**src/hw/rtl/tcw_pkg.sv**
```systemverilog
// ----------------------------------------------------------------------------
// tcw_pkg
// Shared codes, widths and controller/datapath interface types for the
// text console character writer.
// ----------------------------------------------------------------------------
package tcw_pkg;

    // fixed field widths
    localparam int CHAR_W     = 8;
    localparam int COLOR_W    = 8;
    localparam int CELL_IDX_W = 11;

    // control character codes
    localparam logic [CHAR_W-1:0] CODE_BS    = 8'd8;
    localparam logic [CHAR_W-1:0] CODE_TAB   = 8'd9;
    localparam logic [CHAR_W-1:0] CODE_NL    = 8'd10;
    localparam logic [CHAR_W-1:0] CODE_CR    = 8'd13;
    localparam logic [CHAR_W-1:0] CODE_SPACE = 8'd32;

    // attribute after reset
    localparam logic [COLOR_W-1:0] COLOR_RESET = 8'd7;

    // result action codes
    localparam logic ACT_WRITE  = 1'b0;
    localparam logic ACT_SCROLL = 1'b1;

    // datapath operations
    typedef enum logic [2:0] {
        OP_NONE   = 3'd0,
        OP_NL     = 3'd1,
        OP_CR     = 3'd2,
        OP_SCROLL = 3'd3,
        OP_PUT    = 3'd4,
        OP_BS     = 3'd5
    } op_t;

    // controller to datapath
    typedef struct packed {
        op_t  op;
        logic last;
        logic latch;
    } cmd_t;

    // datapath to controller
    typedef struct packed {
        logic at_end;
        logic at_zero;
        logic nl_wraps;
        logic out_free;
    } status_t;

endpackage

```
**src/hw/rtl/tcw_ctrl.sv**
```systemverilog
// ----------------------------------------------------------------------------
// tcw_ctrl
// Sequencer: decodes a character; one datapath op per cycle while not stalled.
// ----------------------------------------------------------------------------
module tcw_ctrl #(
    parameter int TAB_STOP = 8
) (
    input  logic                              clk,
    input  logic                              rst_n,
    input  logic                              in_valid,
    output logic                              in_ready,
    input  logic [tcw_pkg::CHAR_W-1:0]        char_code,
    input  tcw_pkg::status_t                  status,
    input  logic [$clog2(TAB_STOP+1)-1:0]     tab_count,
    output tcw_pkg::cmd_t                     cmd
);

    localparam int CNT_W = $clog2(TAB_STOP+1);

    typedef enum logic [3:0] {
        S_IDLE   = 4'b0001,
        S_PUT    = 4'b0010,
        S_SCROLL = 4'b0100,
        S_BACK   = 4'b1000
    } state_t;

    state_t             state_reg, state_next;
    logic [CNT_W-1:0]   count_reg, count_next;
    logic               accept;

    assign in_ready = (state_reg == S_IDLE);
    assign accept   = in_valid && in_ready;

    always_comb
    begin
        state_next = state_reg;
        count_next = count_reg;
        cmd.op     = tcw_pkg::OP_NONE;
        cmd.last   = 1'b0;
        cmd.latch  = accept;
        case (state_reg)
            S_IDLE:
            begin
                if (accept)
                begin
                    case (char_code)
                        tcw_pkg::CODE_NL:
                        begin
                            if (status.nl_wraps)
                                state_next = S_SCROLL;
                            else
                                cmd.op = tcw_pkg::OP_NL;
                        end
                        tcw_pkg::CODE_CR:
                            cmd.op = tcw_pkg::OP_CR;
                        tcw_pkg::CODE_BS:
                        begin
                            if (!status.at_zero)
                                state_next = S_BACK;
                        end
                        tcw_pkg::CODE_TAB:
                        begin
                            count_next = tab_count;
                            state_next = S_PUT;
                        end
                        default:
                        begin
                            count_next = CNT_W'(1);
                            state_next = S_PUT;
                        end
                    endcase
                end
            end
            S_PUT:
            begin
                if (status.out_free)
                begin
                    // scroll first when the cursor sits past the screen
                    if (status.at_end)
                        cmd.op = tcw_pkg::OP_SCROLL;
                    else
                    begin
                        cmd.op     = tcw_pkg::OP_PUT;
                        cmd.last   = (count_reg == CNT_W'(1));
                        count_next = count_reg - CNT_W'(1);
                        if (count_reg == CNT_W'(1))
                            state_next = S_IDLE;
                    end
                end
            end
            S_SCROLL:
            begin
                if (status.out_free)
                begin
                    cmd.op     = tcw_pkg::OP_SCROLL;
                    cmd.last   = 1'b1;
                    state_next = S_IDLE;
                end
            end
            S_BACK:
            begin
                if (status.out_free)
                begin
                    cmd.op     = tcw_pkg::OP_BS;
                    cmd.last   = 1'b1;
                    state_next = S_IDLE;
                end
            end
            default:
                state_next = S_IDLE;
        endcase
    end

    always_ff @(posedge clk or negedge rst_n)
    begin
        if (!rst_n)
        begin
            state_reg <= S_IDLE;
            count_reg <= '0;
        end
        else
        begin
            state_reg <= state_next;
            count_reg <= count_next;
        end
    end

endmodule

```
**src/hw/rtl/tcw_datapath.sv**
```systemverilog
// ----------------------------------------------------------------------------
// tcw_datapath
// Cursor row/column/linear registers, attribute register and result register.
// ----------------------------------------------------------------------------
module tcw_datapath #(
    parameter int COLUMNS  = 80,
    parameter int ROWS     = 25,
    parameter int TAB_STOP = 8
) (
    input  logic                               clk,
    input  logic                               rst_n,
    input  tcw_pkg::cmd_t                      cmd,
    output tcw_pkg::status_t                   status,
    output logic [$clog2(TAB_STOP+1)-1:0]      tab_count,
    input  logic [tcw_pkg::CHAR_W-1:0]         char_code,
    input  logic                               cfg_valid,
    input  logic [tcw_pkg::COLOR_W-1:0]        text_color,
    output logic                               out_valid,
    input  logic                               out_ready,
    output logic                               action,
    output logic [tcw_pkg::CELL_IDX_W-1:0]     cell_index,
    output logic [tcw_pkg::CHAR_W-1:0]         cell_char,
    output logic [tcw_pkg::COLOR_W-1:0]        cell_color,
    output logic [tcw_pkg::CELL_IDX_W-1:0]     cursor_after,
    output logic                               last
);

    localparam int CELL_W = $clog2(COLUMNS*ROWS+1);
    localparam int ROW_W  = $clog2(ROWS+1);
    localparam int COL_W  = $clog2(COLUMNS);
    localparam int PH_W   = (TAB_STOP > 1) ? $clog2(TAB_STOP) : 1;
    localparam int CNT_W  = $clog2(TAB_STOP+1);
    localparam logic [CELL_W-1:0] ROW_STEP       = CELL_W'(COLUMNS);
    localparam logic [CELL_W-1:0] LAST_ROW_START = CELL_W'((ROWS-1)*COLUMNS);
    localparam logic [ROW_W-1:0]  ROW_END        = ROW_W'(ROWS);
    localparam logic [ROW_W-1:0]  ROW_LAST       = ROW_W'(ROWS-1);
    localparam logic [COL_W-1:0]  COL_LAST       = COL_W'(COLUMNS-1);
    localparam logic [PH_W-1:0]   PH_LAST        = PH_W'(TAB_STOP-1);
    localparam logic [PH_W-1:0]   PH_COL_LAST    = PH_W'((COLUMNS-1) % TAB_STOP);

    // cursor held as row, column, tab phase, row base and linear cell
    logic [ROW_W-1:0]  row_reg, row_next;
    logic [COL_W-1:0]  col_reg, col_next;
    logic [PH_W-1:0]   phase_reg, phase_next;
    logic [CELL_W-1:0] base_reg, base_next;
    logic [CELL_W-1:0] cursor_reg, cursor_next;
    logic [tcw_pkg::COLOR_W-1:0] color_reg;
    logic [tcw_pkg::CHAR_W-1:0]  char_reg;

    logic                        load;
    logic                        res_action;
    logic [CELL_W-1:0]           res_index;
    logic [tcw_pkg::CHAR_W-1:0]  res_char;
    logic [tcw_pkg::COLOR_W-1:0] res_color;
    logic [CELL_W-1:0]           res_after;

    logic                               out_valid_reg, out_valid_next;
    logic                               action_reg;
    logic [tcw_pkg::CELL_IDX_W-1:0]     cell_index_reg;
    logic [tcw_pkg::CHAR_W-1:0]         cell_char_reg;
    logic [tcw_pkg::COLOR_W-1:0]        cell_color_reg;
    logic [tcw_pkg::CELL_IDX_W-1:0]     cursor_after_reg;
    logic                               last_reg;

    assign status.at_end   = (row_reg == ROW_END);
    assign status.at_zero  = (cursor_reg == '0);
    assign status.nl_wraps = (row_reg >= ROW_LAST);
    assign status.out_free = !out_valid_reg || out_ready;
    assign tab_count       = CNT_W'(TAB_STOP) - CNT_W'(phase_reg);

    always_comb
    begin
        row_next    = row_reg;
        col_next    = col_reg;
        phase_next  = phase_reg;
        base_next   = base_reg;
        cursor_next = cursor_reg;
        load        = 1'b0;
        res_action  = tcw_pkg::ACT_WRITE;
        res_index   = '0;
        res_char    = '0;
        res_color   = '0;
        res_after   = cursor_reg;
        case (cmd.op)
            tcw_pkg::OP_NL:
            begin
                row_next    = row_reg + ROW_W'(1);
                col_next    = '0;
                phase_next  = '0;
                base_next   = base_reg + ROW_STEP;
                cursor_next = base_reg + ROW_STEP;
            end
            tcw_pkg::OP_CR:
            begin
                col_next    = '0;
                phase_next  = '0;
                cursor_next = base_reg;
            end
            tcw_pkg::OP_SCROLL:
            begin
                row_next    = ROW_LAST;
                col_next    = '0;
                phase_next  = '0;
                base_next   = LAST_ROW_START;
                cursor_next = LAST_ROW_START;
                load        = 1'b1;
                res_action  = tcw_pkg::ACT_SCROLL;
                res_after   = LAST_ROW_START;
            end
            tcw_pkg::OP_PUT:
            begin
                load        = 1'b1;
                res_index   = cursor_reg;
                res_char    = char_reg;
                res_color   = color_reg;
                cursor_next = cursor_reg + CELL_W'(1);
                res_after   = cursor_reg + CELL_W'(1);
                if (col_reg == COL_LAST)
                begin
                    row_next   = row_reg + ROW_W'(1);
                    col_next   = '0;
                    phase_next = '0;
                    base_next  = base_reg + ROW_STEP;
                end
                else
                begin
                    col_next   = col_reg + COL_W'(1);
                    phase_next = (phase_reg == PH_LAST) ? '0 : phase_reg + PH_W'(1);
                end
            end
            tcw_pkg::OP_BS:
            begin
                load        = 1'b1;
                res_index   = cursor_reg - CELL_W'(1);
                res_char    = tcw_pkg::CODE_SPACE;
                res_color   = color_reg;
                cursor_next = cursor_reg - CELL_W'(1);
                res_after   = cursor_reg - CELL_W'(1);
                if (col_reg == '0)
                begin
                    row_next   = row_reg - ROW_W'(1);
                    col_next   = COL_LAST;
                    phase_next = PH_COL_LAST;
                    base_next  = base_reg - ROW_STEP;
                end
                else
                begin
                    col_next   = col_reg - COL_W'(1);
                    phase_next = (phase_reg == '0) ? PH_LAST : phase_reg - PH_W'(1);
                end
            end
            default:
            begin
            end
        endcase
    end

    always_comb
    begin
        if (load)
            out_valid_next = 1'b1;
        else if (out_ready)
            out_valid_next = 1'b0;
        else
            out_valid_next = out_valid_reg;
    end

    always_ff @(posedge clk or negedge rst_n)
    begin
        if (!rst_n)
        begin
            row_reg       <= '0;
            col_reg       <= '0;
            phase_reg     <= '0;
            base_reg      <= '0;
            cursor_reg    <= '0;
            color_reg     <= tcw_pkg::COLOR_RESET;
            out_valid_reg <= 1'b0;
        end
        else
        begin
            row_reg       <= row_next;
            col_reg       <= col_next;
            phase_reg     <= phase_next;
            base_reg      <= base_next;
            cursor_reg    <= cursor_next;
            out_valid_reg <= out_valid_next;
            if (cfg_valid)
                color_reg <= text_color;
        end
    end

    // payload registers
    always_ff @(posedge clk)
    begin
        if (cmd.latch)
            char_reg <= (char_code == tcw_pkg::CODE_TAB) ? tcw_pkg::CODE_SPACE : char_code;
        if (load)
        begin
            action_reg       <= res_action;
            cell_index_reg   <= tcw_pkg::CELL_IDX_W'(res_index);
            cell_char_reg    <= res_char;
            cell_color_reg   <= res_color;
            cursor_after_reg <= tcw_pkg::CELL_IDX_W'(res_after);
            last_reg         <= cmd.last;
        end
    end

    assign out_valid    = out_valid_reg;
    assign action       = action_reg;
    assign cell_index   = cell_index_reg;
    assign cell_char    = cell_char_reg;
    assign cell_color   = cell_color_reg;
    assign cursor_after = cursor_after_reg;
    assign last         = last_reg;

endmodule

```
**src/hw/rtl/text_console_char_writer_top.sv**
```systemverilog
// ----------------------------------------------------------------------------
// text_console_char_writer_top
// Character-cell console writer: turns character codes into cell writes and
// scroll actions while tracking the cursor on a COLUMNS x ROWS screen.
// ----------------------------------------------------------------------------
// first result: the accepting edge decodes the character into the sequencer state,
//   and a later edge loads the result register once that register is free
// throughput: one result per cycle while out_ready is high, from a single result
//   register; a new character is taken only while the sequencer is idle, that is
//   after the last result of the previous character has been loaded
// reset: cursor at the top left cell, attribute 7, no result pending
// ----------------------------------------------------------------------------
module text_console_char_writer_top #(
    parameter int COLUMNS  = 80,
    parameter int ROWS     = 25,
    parameter int TAB_STOP = 8
) (
    input  logic                               clk,
    input  logic                               rst_n,
    // character input channel
    input  logic                               in_valid,
    output logic                               in_ready,
    input  logic [tcw_pkg::CHAR_W-1:0]         char_code,
    // attribute register write channel
    input  logic                               cfg_valid,
    output logic                               cfg_ready,
    input  logic [tcw_pkg::COLOR_W-1:0]        text_color,
    // result channel
    output logic                               out_valid,
    input  logic                               out_ready,
    output logic                               action,
    output logic [tcw_pkg::CELL_IDX_W-1:0]     cell_index,
    output logic [tcw_pkg::CHAR_W-1:0]         cell_char,
    output logic [tcw_pkg::COLOR_W-1:0]        cell_color,
    output logic [tcw_pkg::CELL_IDX_W-1:0]     cursor_after,
    output logic                               last
);

    localparam int CNT_W = $clog2(TAB_STOP+1);

    tcw_pkg::cmd_t    cmd;
    tcw_pkg::status_t status;
    logic [CNT_W-1:0] tab_count;

    // the attribute register takes a write in any cycle
    assign cfg_ready = 1'b1;

    // sequencer: one datapath operation per cycle while busy and the result register is free
    tcw_ctrl #(
        .TAB_STOP (TAB_STOP)
    ) u_ctrl (
        .clk       (clk),
        .rst_n     (rst_n),
        .in_valid  (in_valid),
        .in_ready  (in_ready),
        .char_code (char_code),
        .status    (status),
        .tab_count (tab_count),
        .cmd       (cmd)
    );

    // cursor tracking, attribute and result register
    tcw_datapath #(
        .COLUMNS  (COLUMNS),
        .ROWS     (ROWS),
        .TAB_STOP (TAB_STOP)
    ) u_datapath (
        .clk          (clk),
        .rst_n        (rst_n),
        .cmd          (cmd),
        .status       (status),
        .tab_count    (tab_count),
        .char_code    (char_code),
        .cfg_valid    (cfg_valid),
        .text_color   (text_color),
        .out_valid    (out_valid),
        .out_ready    (out_ready),
        .action       (action),
        .cell_index   (cell_index),
        .cell_char    (cell_char),
        .cell_color   (cell_color),
        .cursor_after (cursor_after),
        .last         (last)
    );

endmodule

```
**config.mk**
```make
export PLATFORM = sky130hd
export DESIGN_NAME = text_console_char_writer_top
export DESIGN_NICKNAME = d
export VERILOG_FILES = /design/src/hw/rtl/tcw_pkg.sv /design/src/hw/rtl/tcw_ctrl.sv /design/src/hw/rtl/tcw_datapath.sv /design/src/hw/rtl/text_console_char_writer_top.sv
export SDC_FILE = /design/constraint.sdc
export NUM_CORES = 1
export LEC_CHECK = 0
export BUFFER_PORTS_ARGS = -buffer_cell sky130_fd_sc_hd__buf_2
export CAP_MARGIN = 20
export CORE_UTILIZATION = 50
export CTS_CLUSTER_DIAMETER = 50
export CTS_CLUSTER_SIZE = 40
export DETAILED_ROUTE_END_ITERATION = 10
export MAX_ROUTING_LAYER = met4
export PLACE_DENSITY = 0.7
export SYNTH_ARGS = -nofsm -noshare
export SYNTH_HDL_FRONTEND = slang
export SYNTH_SLANG_ARGS = --single-unit
```
**constraint.sdc**
```tcl
create_clock -name clk -period 5.2 [get_ports clk]
set_clock_uncertainty 0.05 [all_clocks]
set_input_delay 0.52 -clock clk [delete_from_list [all_inputs] [get_ports clk]]
set_output_delay 0.52 -clock clk [all_outputs]
set_load 0.03 [all_outputs]
```
==> out/summary.txt <==
Yosys Warn Count: 0
Final GP Congestion: 0.855
syn avg cell area: 9.85 sq um
dpl hpwl: 8820 um
WL final: 12800 um
Lkg Pwr: 2.52 nW
r2r worst-path depth: 11
die height: 108 um
layout cells sized above 1: 18.8%
Cell Pwr Density: 408 nW/um^2
Antenna Violating Nets Remaining: 0
Final period util: 63.1%
clk sinks: 98
Place WS: 1.76 ns
Worst-path clk slew: 0.11 ns
Critical Path Sink Type: register
H-tree depth: 3
sequential share of the synthesized area: 47.9%
synthesized cell area: 5640 sq um
first-pass GRT wire length: 21100 um
TritonCTS Buffers: 9
clk root buf: clkbuf_8
top cells by area, synth: edfxtp_1 (26%), dfrtp_1 (20%), nand2_1 (3.7%), ha_1 (3.6%), nor2_1 (3.1%)
vias in the first global route: 4198
Residual DRC: 0
Pre-antenna DRT Iters: 5
CP startpoint kind: register
area leader, netlist: edfxtp_1
clk_lat worst skew: 0.37 ns
arrival time at the worst endpoint: 3.50 ns
unrepaired setup endpoints after global routing: no
Net Count, Synth: 609
Setup Crit Path Kind: reg2reg
CORE AREA: 10900 sq um
Worst Hold Class: in2async
Placed Area: 5970 sq um
Peak VDD IR: 0.000205 V
Initial Utilization: 51.8%
routed len/inst: 17.1 um
final std cells w/o fill: 751
WHS: 0.207 ns
r2r startpoint: u_ctrl.state_reg[3]
Tot GR Track Use: 23.9%
die area: 11700 sq um
Seq cells post-synth: 98
min Tclk post-route: 3.28 ns
# nets final: 643
flop2flop setup slack: 1.92 ns
post-placement cell count: 735
Top Ports: 64
pin count of the biggest net entering global routing: 51
post_cts resized: 0
# hold bufs at CTS: 0
# setup viols final: 0
post-route design area: 6180 sq um
Mapped Cells: 572
Synth cell types: 75
most common cell in the netlist: nand2_1
antenna cells: 0
Via-to-Cell Ratio: 6.09
Yosys top cell area share: 25.6%
FF-to-FF End: u_datapath.row_reg[4]
EDFF count, synth: 48
area grow syn2layout: 9.63%
Max FO, Critical Path: 35
clk buf depth: 2
fmax: 305 MHz
Sum Neg Setup Slack: 0 ns
hold violation count in the final report: 0
Async SR Flop Fraction: 51.0%
CTS tree: yes
Starting DRT DRC Count: 404
Die X: 108 um
PortBufs: 62
total number of vias: 4570
Slew headroom: 35.1%
max-cap violation count: 0
status: finished, final reports clean
GRT overflow: 0
max-slew violation count: 0
setup bufs post-CTS: 0
worst slew pin tran: 0.974 ns
initial antenna violation count: 0
Final Worst Setup Slack: 1.92 ns
Worst EP required: 5.41 ns
# rows: 38
Synth top cells by count: nand2_1 (56), edfxtp_1 (48), dfrtp_1 (46), nor2_1 (46), a21oi_1 (33)
Most used DFF post-synth: edfxtp_1
==> power breakdown <==
| group | total (mW) | switching, mW | internal (mW) |
|---|---|---|---|
| sequential | 1.18 | 0.214 | 0.965 |
| clock | 0.525 | 0.293 | 0.232 |
| combinational | 0.817 | 0.480 | 0.337 |
==> cell usage in the layout (no fill, tap or decap), types with 11 or more instances in the layout <==
cell type and n:
inv_1 18, buf_2 62, nor3_1 12, o21ai_0 28, a21oi_1 33, dfrtp_1 46, ha_1 16, edfxtp_1 48
o22ai_1 11, xnor2_1 11, nor2_1 46, nand2_1 56, and2_1 16
==> per-layer routing <==
layer,global-route usage [%],vias up,share of wire (%)
li1,-,2175,-
met2,36.9,188,48
met4,9.30,0,1.3
met5,-,-,0
met3,3.32,13,6.8
met1,31.8,2194,44
==> worst max-delay path by stage <==
stage	from	endpoint	slack [ns]	depth (start not counted)
after detailed placement	out_ready	u_datapath.cursor_reg[6]	1.76	8
after global placement	out_ready	u_datapath.cursor_reg[6]	1.81	8
after CTS	u_ctrl.state_reg[3]	u_datapath.row_reg[4]	1.95	11
after floorplan	u_ctrl.state_reg[2]	u_datapath.row_reg[4]	2.07	13
after global routing	u_ctrl.state_reg[3]	u_datapath.row_reg[4]	1.68	11
final	u_ctrl.state_reg[3]	u_datapath.row_reg[4]	1.92	11
==> kinds of logic after synthesis <==
family	Yosys count	synth area share, %
multiplexers	11	2.15
XOR/XNOR	17	2.64
AND/OR/NAND/NOR	201	19.2
AO/OA/AOI/OAI	163	19.3
buffers and inverters	64	4.97
adder cells (fa/ha/maj)	17	3.73
other	1	0.0665
flip-flops	98	47.9
==> metrics by stage <==
step / total power [mW] / utilization, %
2_1_floorplan: 1.79 / -
3_3_place_gp: 1.97 / 54.9
3_5_place_dp: 1.99 / 54.9
4_1_cts: 2.51 / 56.8
5_1_grt: 2.68 / 56.8
6_report: 2.52 / 56.8
==> critical path, cell delays in order (launching register included) <==
cell and delay, ns:
dfrtp_1 0.57, or3b_1 0.45, or3_1 0.41, inv_6 0.27, xnor2_1 0.11, ha_1 0.20, nor3_1 0.24, o41ai_1 0.15
o211ai_1 0.17, xnor2_1 0.19, a21oi_1 0.12, o22a_1 0.25
==> area by class of cell <==
cell class,count,area (sq um)
clock inverters,7,82.6
clock buffers,9,124
flip-flops and latches,98,2700
fillers,943,4710
inverters,20,85.1
multi-input cells,410,2670
repair buffers,67,348
well taps,140,175
No activity file was read; power rests on OpenSTA's default activity.
